===== src/hdl/wsd_pkg.sv =====
// shared types and constants of the websocket deframer
`timescale 1ns / 1ps
`default_nettype none

package wsd_pkg;

    localparam logic [6:0] LEN7_EXT16 = 7'd126;
    localparam logic [6:0] LEN7_EXT64 = 7'd127;
    localparam logic [3:0] OPC_TEXT   = 4'h1;
    localparam logic [2:0] EXT16_LEFT = 3'd1;
    localparam logic [2:0] EXT64_LEFT = 3'd7;
    localparam logic [2:0] KEY_BYTES  = 3'd4;

    typedef struct packed {
        logic [7:0] payload_byte;
        logic       payload_valid;
        logic [3:0] frame_opcode;
        logic       final_fragment;
        logic       last_of_frame;
        logic       send_reply;
    } t_result;

endpackage

`default_nettype wire


===== src/hdl/wsd_parser.sv =====
// header parser, length and key tracking, payload unmasking
`timescale 1ns / 1ps
`default_nettype none

module wsd_parser (
    input  wire logic              i_clk,
    input  wire logic              i_rst_n,
    input  wire logic              i_accept,
    input  wire logic [7:0]        i_data_byte,
    input  wire logic              i_buffer_start,
    output wsd_pkg::t_result       o_result,
    output logic                   o_result_valid
);

    typedef enum logic [2:0] {
        PH_HDR0 = 3'd0,
        PH_HDR1 = 3'd1,
        PH_EXT  = 3'd2,
        PH_KEY  = 3'd3,
        PH_PAY  = 3'd4
    } t_phase;

    t_phase      r_phase, n_phase, cur_phase;
    logic [2:0]  r_ext_left, n_ext_left;
    logic [2:0]  r_key_left, n_key_left;
    logic [63:0] r_rem, n_rem;
    logic [31:0] r_key, n_key;
    logic [1:0]  r_key_idx, n_key_idx;
    logic [3:0]  r_opcode, n_opcode;
    logic        r_fin, n_fin;
    logic        r_masked, n_masked;

    logic [7:0]  key_byte;
    logic [63:0] rem_dec;
    logic [2:0]  key_left_dec;
    logic        emit, emit_valid, emit_last;
    logic [7:0]  emit_byte;

    assign cur_phase    = i_buffer_start ? PH_HDR0 : r_phase;
    assign rem_dec      = r_rem - 64'd1;
    assign key_left_dec = (r_key_left != 3'd0) ? r_key_left - 3'd1 : r_key_left;

    always_comb begin
        unique case (r_key_idx)
            2'd0: key_byte = r_key[31:24];
            2'd1: key_byte = r_key[23:16];
            2'd2: key_byte = r_key[15:8];
            2'd3: key_byte = r_key[7:0];
        endcase
    end

    always_comb begin
        n_phase    = cur_phase;
        n_ext_left = r_ext_left;
        n_key_left = r_key_left;
        n_rem      = r_rem;
        n_key      = r_key;
        n_key_idx  = r_key_idx;
        n_opcode   = r_opcode;
        n_fin      = r_fin;
        n_masked   = r_masked;
        emit       = 1'b0;
        emit_valid = 1'b0;
        emit_last  = 1'b0;
        emit_byte  = 8'd0;
        unique case (cur_phase)
            PH_HDR1: begin
                n_masked = i_data_byte[7];
                n_rem    = 64'd0;
                if (i_data_byte[6:0] == wsd_pkg::LEN7_EXT16) begin
                    n_ext_left = wsd_pkg::EXT16_LEFT;
                    n_phase    = PH_EXT;
                end else if (i_data_byte[6:0] == wsd_pkg::LEN7_EXT64) begin
                    n_ext_left = wsd_pkg::EXT64_LEFT;
                    n_phase    = PH_EXT;
                end else begin
                    n_rem = {57'd0, i_data_byte[6:0]};
                    if (i_data_byte[7]) begin
                        n_key      = 32'd0;
                        n_key_left = wsd_pkg::KEY_BYTES;
                        n_phase    = PH_KEY;
                    end else begin
                        n_key_idx = 2'd0;
                        if (i_data_byte[6:0] == 7'd0) begin
                            n_phase   = PH_HDR0;
                            emit      = 1'b1;
                            emit_last = 1'b1;
                        end else begin
                            n_phase = PH_PAY;
                        end
                    end
                end
            end
            PH_EXT: begin
                n_rem = {r_rem[55:0], i_data_byte};
                if (r_ext_left == 3'd0) begin
                    if (r_masked) begin
                        n_key      = 32'd0;
                        n_key_left = wsd_pkg::KEY_BYTES;
                        n_phase    = PH_KEY;
                    end else begin
                        n_key_idx = 2'd0;
                        if ({r_rem[55:0], i_data_byte} == 64'd0) begin
                            n_phase   = PH_HDR0;
                            emit      = 1'b1;
                            emit_last = 1'b1;
                        end else begin
                            n_phase = PH_PAY;
                        end
                    end
                end else begin
                    n_ext_left = r_ext_left - 3'd1;
                end
            end
            PH_KEY: begin
                n_key      = {r_key[23:0], i_data_byte};
                n_key_left = key_left_dec;
                if (key_left_dec == 3'd0) begin
                    n_key_idx = 2'd0;
                    if (r_rem == 64'd0) begin
                        n_phase   = PH_HDR0;
                        emit      = 1'b1;
                        emit_last = 1'b1;
                    end else begin
                        n_phase = PH_PAY;
                    end
                end
            end
            PH_PAY: begin
                n_key_idx  = r_key_idx + 2'd1;
                n_rem      = rem_dec;
                emit       = 1'b1;
                emit_valid = 1'b1;
                emit_last  = (rem_dec == 64'd0);
                emit_byte  = r_masked ? (i_data_byte ^ key_byte) : i_data_byte;
                if (rem_dec == 64'd0) begin
                    n_phase = PH_HDR0;
                end
            end
            default: begin
                // header byte zero; unused codes land here too
                n_fin    = i_data_byte[7];
                n_opcode = i_data_byte[3:0];
                n_phase  = PH_HDR1;
            end
        endcase
    end

    assign o_result_valid           = i_accept & emit;
    assign o_result.payload_byte    = emit_byte;
    assign o_result.payload_valid   = emit_valid;
    assign o_result.frame_opcode    = r_opcode;
    assign o_result.final_fragment  = r_fin;
    assign o_result.last_of_frame   = emit_last;
    assign o_result.send_reply      = emit_last & (r_opcode == wsd_pkg::OPC_TEXT);

    always_ff @(posedge i_clk) begin
        if (!i_rst_n) begin
            r_phase    <= PH_HDR0;
            r_ext_left <= 3'd0;
            r_key_left <= 3'd0;
            r_rem      <= 64'd0;
            r_key      <= 32'd0;
            r_key_idx  <= 2'd0;
            r_opcode   <= 4'd0;
            r_fin      <= 1'b0;
            r_masked   <= 1'b0;
        end else if (i_accept) begin
            r_phase    <= n_phase;
            r_ext_left <= n_ext_left;
            r_key_left <= n_key_left;
            r_rem      <= n_rem;
            r_key      <= n_key;
            r_key_idx  <= n_key_idx;
            r_opcode   <= n_opcode;
            r_fin      <= n_fin;
            r_masked   <= n_masked;
        end
    end

endmodule

`default_nettype wire


===== src/hdl/wsd_out_buf.sv =====
// result register with one skid entry
`timescale 1ns / 1ps
`default_nettype none

module wsd_out_buf (
    input  wire logic              i_clk,
    input  wire logic              i_rst_n,
    input  wire logic              i_push,
    input  wire wsd_pkg::t_result  i_result,
    output logic                   o_full,
    output logic                   o_valid,
    input  wire logic              i_stall,
    output wsd_pkg::t_result       o_result
);

    logic             r_out_valid, r_skid_valid;
    wsd_pkg::t_result r_out, r_skid;
    logic             take;

    assign take     = r_out_valid & ~i_stall;
    assign o_full   = r_skid_valid;
    assign o_valid  = r_out_valid;
    assign o_result = r_out;

    always_ff @(posedge i_clk) begin
        if (!i_rst_n) begin
            r_out_valid  <= 1'b0;
            r_skid_valid <= 1'b0;
        end else begin
            if (!r_out_valid || take) begin
                if (r_skid_valid) begin
                    r_out        <= r_skid;
                    r_out_valid  <= 1'b1;
                    r_skid_valid <= 1'b0;
                end else begin
                    r_out       <= i_result;
                    r_out_valid <= i_push;
                end
            end else if (i_push) begin
                r_skid       <= i_result;
                r_skid_valid <= 1'b1;
            end
        end
    end

endmodule

`default_nettype wire


===== src/hdl/websocket_frame_deframer.sv =====
// top level of the websocket frame deframer and unmasker
//
//  channel | direction | handshake          | payload
//  --------+-----------+--------------------+---------------------------------------
//  bytes   | in        | i_valid / o_stall  | i_data_byte, i_buffer_start
//  results | out       | o_valid / i_stall  | o_payload_byte .. o_send_reply
//
// one byte per cycle while o_stall is low; each accepted byte updates parser state
// and its result, if any, is registered in the result register, or the skid if held
// the 64-bit remaining-length decrement and zero test set the cycle's logic depth
// reset is synchronous and active low; it returns the parser to the first header byte
// a stalled result moves into a one-entry skid; o_stall rises only while the skid
// holds a result, so input keeps flowing until the skid fills
`timescale 1ns / 1ps
`default_nettype none

module websocket_frame_deframer (
    input  wire logic       i_clk,
    input  wire logic       i_rst_n,
    input  wire logic       i_valid,
    output logic            o_stall,
    input  wire logic [7:0] i_data_byte,
    input  wire logic       i_buffer_start,
    output logic            o_valid,
    input  wire logic       i_stall,
    output logic [7:0]      o_payload_byte,
    output logic            o_payload_valid,
    output logic [3:0]      o_frame_opcode,
    output logic            o_final_fragment,
    output logic            o_last_of_frame,
    output logic            o_send_reply
);

    logic             in_accept;
    logic             res_valid;
    logic             buf_full;
    wsd_pkg::t_result res;
    wsd_pkg::t_result out_res;

    // input is taken whenever the skid entry is free
    assign o_stall   = buf_full;
    assign in_accept = i_valid & ~buf_full;

    wsd_parser u_parser (
        .i_clk          (i_clk),
        .i_rst_n        (i_rst_n),
        .i_accept       (in_accept),
        .i_data_byte    (i_data_byte),
        .i_buffer_start (i_buffer_start),
        .o_result       (res),
        .o_result_valid (res_valid)
    );

    wsd_out_buf u_out_buf (
        .i_clk    (i_clk),
        .i_rst_n  (i_rst_n),
        .i_push   (res_valid),
        .i_result (res),
        .o_full   (buf_full),
        .o_valid  (o_valid),
        .i_stall  (i_stall),
        .o_result (out_res)
    );

    assign o_payload_byte   = out_res.payload_byte;
    assign o_payload_valid  = out_res.payload_valid;
    assign o_frame_opcode   = out_res.frame_opcode;
    assign o_final_fragment = out_res.final_fragment;
    assign o_last_of_frame  = out_res.last_of_frame;
    assign o_send_reply     = out_res.send_reply;

    // skid only fills behind a held result
    a_skid_behind_out: assert property (@(posedge i_clk) disable iff (!i_rst_n)
        o_stall |-> o_valid)
        else $error("skid holds a result while the result register is empty");

    // reply request only on the closing result of a frame
    a_reply_at_end: assert property (@(posedge i_clk) disable iff (!i_rst_n)
        (o_valid && o_send_reply) |-> o_last_of_frame)
        else $error("reply request away from end of frame");

    // a marker without payload closes an empty frame and carries a zero byte
    a_empty_marker: assert property (@(posedge i_clk) disable iff (!i_rst_n)
        (o_valid && !o_payload_valid) |-> (o_last_of_frame && o_payload_byte == 8'd0))
        else $error("payload-less result is not an empty-frame marker");

endmodule

`default_nettype wire

===== config.mk =====
export PLATFORM = sky130hd
export DESIGN_NAME = websocket_frame_deframer
export DESIGN_NICKNAME = d
export VERILOG_FILES = /design/src/hdl/wsd_pkg.sv /design/src/hdl/wsd_parser.sv /design/src/hdl/wsd_out_buf.sv /design/src/hdl/websocket_frame_deframer.sv
export SDC_FILE = /design/constraint.sdc
export NUM_CORES = 1
export LEC_CHECK = 0
export BUFFER_PORTS_ARGS = -buffer_cell sky130_fd_sc_hd__buf_2
export CAP_MARGIN = 20
export CORE_UTILIZATION = 50
export DETAILED_ROUTE_END_ITERATION = 16
export MAX_ROUTING_LAYER = met4
export PLACE_DENSITY = 0.7
export SLEW_MARGIN = 5
export SYNTH_ARGS = -nofsm -noshare
export SYNTH_HDL_FRONTEND = slang
export SYNTH_SLANG_ARGS = --single-unit

===== constraint.sdc =====
create_clock -name i_clk -period 11.3 [get_ports i_clk]
set_input_delay 0 -clock i_clk [delete_from_list [all_inputs] [get_ports i_clk]]
set_output_delay 0 -clock i_clk [all_outputs]
set_load 0.02 [all_outputs]

==> results.cfg <==
[run_status]
outcome = finished clean

[yosys]
yosys.area.top_type_share_pct = 25.8
ys_seq_area_share_pct = 36.6
synth_cells = 1104
synth_fp_nets = 1129
synth_area_leaders = dfxtp_1, edfxtp_1, nand2_1, o21ai_0, nor2_1
async_flop_share_pct = 0
synth_mux_area_share_pct = 1.43
synth-edff-count = 32
yosys_warnings = 0
ys_ff_latch = 147
synthAdderAreaFrac_pct = 1.68
synthFlopType = dfxtp_1
synthSimpleGateAreaFrac_pct = 29.0
synthXorXnorAreaFrac_pct = 4.70
synth_top_family_by_area = simple AND/OR/NAND/NOR gates
synth.distinct_cells = 76
postSynthAreaPerCell_um2 = 8.07
synth_compound_area_share_pct = 21.4
synth_area_um2 = 8910
yosys.area.top_type = dfxtp_1

[placed_design]
hpwl_mm = 16.3
io_buffers = 30
gp_congestion = 0.954
dp_cells = 1270

[timing]
rsz0062_at_grt = no
setup_viol = 0
finClkSkew_ns = 0.0119
finalMaxSlewViolations = 0
final_hold_viol_count = 0
tns_ns = 0
min_period_ns = 4.44
finalCritPeriodShare_pct = 39.3
max_freq_mhz = 225
worst_pin_slew_ns = 1.02
relSlewSlack_pct = 31.7

[routing]
vias = 8432
drt_first_pass_iters = 7
postRouteAntennaNets = 0
wirelength_mm = 25.6
drt_iter0_drc = 1094
wl_per_cell_um = 19.5
route.detailed.drc = 0
vias_per_cell = 6.41

[die]
fp.coreArea_um2 = 17400
rows = 48
die_w_um = 136
die-area_um2 = 18400
num_io_pins = 31
start_util_pct = 51.3
die_h_um = 136

[critical_path]
crit_buf_inv = 0
cp_max_fo = 13
cp_slowest_stage_delay_ns = 0.74
cpLargestDelayFamily = simple AND/OR/NAND/NOR gates
worstSetupPathType = flip-flop to flip-flop
r2r_setup_slack_ns = 6.86
startpoint_type = flip-flop
critPathRequiredTime_ns = 11.55
cp_data_arrival_time_ns = 4.69
critPathCaptureType = flip-flop
rr_startpoint = u_parser.r_rem[4]
crit_top_cell = or4_1
r2r-end = u_out_buf.o_result[0]
path_depth = 9
ff2ff_path_depth = 9
path_cells = nor3_2 > nand4_2 > or4_1 > or4_1 > xnor2_1 > or4_1 > nor3_1 > a41oi_4 > o31ai_1
crit_slowest_cell = or4_1

[global_routing]
antenna_found_initial = 0
grt_first_pass_wirelength_mm = 40.5
grt_max_degree = 113
grt_pass1_vias = 7576
use_met2_pct = 42.6
overflow = 0
top_usage_layer = met2
track_usage_pct = 29.4
grt_use_met3_pct = 6.96
grtUsageMet1_pct = 39.9

[run]
max-cap-violations = 0

[cts]
cts_buffers = 17
cts_setup_buffers = 0
cts.clk_slew.worst_paths_ns = 0.07
cts_buffer_depth = 2
cts.htree.levels = 4
cts_root_buf = clkbuf_16
cts_tree = yes
clk_latency_ns = 0.43
cts_num_sinks = 147

[min_path]
hold_class = primary input to flip-flop
hp-start = i_buffer_start
hold_end = u_parser.r_phase[0]
min_path_cells = 4

[power]
power.share.switching_pct = 30.9
seq_power_share_pct = 40.3
internal-power_uw = 952
power.density_nw_per_um2 = 140
power_leakage_uw = 0.00355
p_comb_share_pct = 17.0
switchingPower_uw = 426
clockPowerShare_pct = 42.7
ir_drop_mv = 0.0998

[layout]
num_antenna_cells = 0
finish.net_count = 1102
area_delta_synth_final_pct = 10.3
fill_cells = 1593
fin_cells = 1315
drive_gt1_share_pct = 9.82
-- cell type report --
class | count | area, um2 | share of cell area [%]
sequential | 147 | 3260 | 33.2
multi-input combinational | 836 | 5220 | 53.1
timing repair buffer | 52 | 363 | 3.69
clock inverter | 12 | 125 | 1.27
clock buffer | 20 | 489 | 4.98
tap | 225 | 282 | 2.86
inverter | 23 | 86.3 | 0.878
-- layer usage --
layer / up-vias / routed length, um / part of all wire (%)
met5: - / 0 / 0
met4: 0 / 533 / 2.1
met3: 50 / 2300 / 9.0
met2: 390 / 11300 / 44
met1: 4017 / 11500 / 45
li1: 3975 / - / -
-- tightest hold or removal path, stage by stage --
cell and delay [ns]:
buf_2 0.13, nand2b_1 0.15, nor2_1 0.11, a31oi_1 0.13
-- power by group through the flow --
stage	clock network (uW)	registers [uW]	logic, uW
after floorplan	0	564	164
after global placement	0	566	223
after detailed placement	0	567	223
after CTS	595	555	228
after global routing	619	556	252
final	589	555	234
-- cell families (layout without fill, tap and decap cells) --
kind of cell    count (synthesis)  after routing
buf+inv                       121            107
xor+xnor                       47             47
compound gates                279            279
simple gates                  486            486
mux                            12             12
flops                         147            147
fa+ha+maj                      12             12
-- synth_stat cells, drive strengths merged, types with 11 or more instances --
| library cell | count |
|---|---|
| or3 | 16 |
| edfxtp | 32 |
| a21boi | 39 |
| a221oi | 13 |
| and2 | 30 |
| clkbuf | 78 |
| inv | 23 |
| nor3b | 16 |
| a21oi | 43 |
| o21ai | 80 |
| nand3 | 46 |
| nand2 | 120 |
| o211a | 11 |
| a22oi | 17 |
| ha | 12 |
| xnor2 | 25 |
| nor4 | 38 |
| buf | 20 |
| dfxtp | 115 |
| nand2b | 11 |
| o31ai | 13 |
| xor2 | 22 |
| nor3 | 49 |
| nor2 | 80 |
| nor2b | 20 |
| nand4 | 18 |
-- cell usage in the layout, fill, tap and decap left out, types with 30 or more instances in the layout --
cell and n:
a21oi_1 43, and2_1 30, dfxtp_1 115, nand3_1 46, a21boi_0 39, nor4_1 33
nor3_1 48, edfxtp_1 32, buf_2 30, nor2_1 80, o21ai_0 79, nand2_1 120
-- registers in the layout, summed over array words and instances (netlist names) --
register             count
u_out_buf.o_full         1
u_out_buf.o_result      16
u_out_buf.o_valid        1
u_out_buf.r_skid        16
u_parser.r_ext_left      3
u_parser.r_fin           1
u_parser.r_key          32
u_parser.r_key_idx       2
u_parser.r_key_left      3
u_parser.r_masked        1
u_parser.r_opcode        4
u_parser.r_phase         3
u_parser.r_rem          64
-- repair_timing --
item                                    in CTS  in global routing
hold buffers                                12                  0
resized for setup                            0                  0
endpoints found under the hold margin       16                  0
endpoints found under the setup margin       0                  0
-- metrics by stage --
| step | instance area [um2] | total power (uW) | hold WS [ns] | utilization, % | worst slack [ns] |
|---|---|---|---|---|---|
| finish | 9830 | 1380 | 0.135 | 56.6 | 6.86 |
| detailed placement | 9070 | 790 | 0.296 | 52.3 | 6.94 |
| global placement | 9070 | 790 | 0.291 | 52.3 | 7.03 |
| global route | 9830 | 1430 | 0.154 | 56.6 | 6.58 |
| floorplan | 8910 | 728 | 0.158 | - | 7.62 |
| CTS | 9810 | 1380 | 0.122 | 56.5 | 6.90 |
-- how the worst max path moves through the flow --
stage                        from  slack [ns]                    end
2_1_floorplan  u_parser.r_rem[13]        7.62  u_out_buf.o_result[0]
4_1_cts         u_parser.r_rem[4]        6.90  u_out_buf.o_result[0]
3_3_place_gp    u_parser.r_rem[4]        7.03  u_out_buf.o_result[0]
3_5_place_dp    u_parser.r_rem[4]        6.94  u_out_buf.o_result[0]
6_report        u_parser.r_rem[4]        6.86  u_out_buf.o_result[0]
5_1_grt        u_parser.r_rem[18]        6.58  u_out_buf.o_result[0]
(Power assumes the default switching activity.)
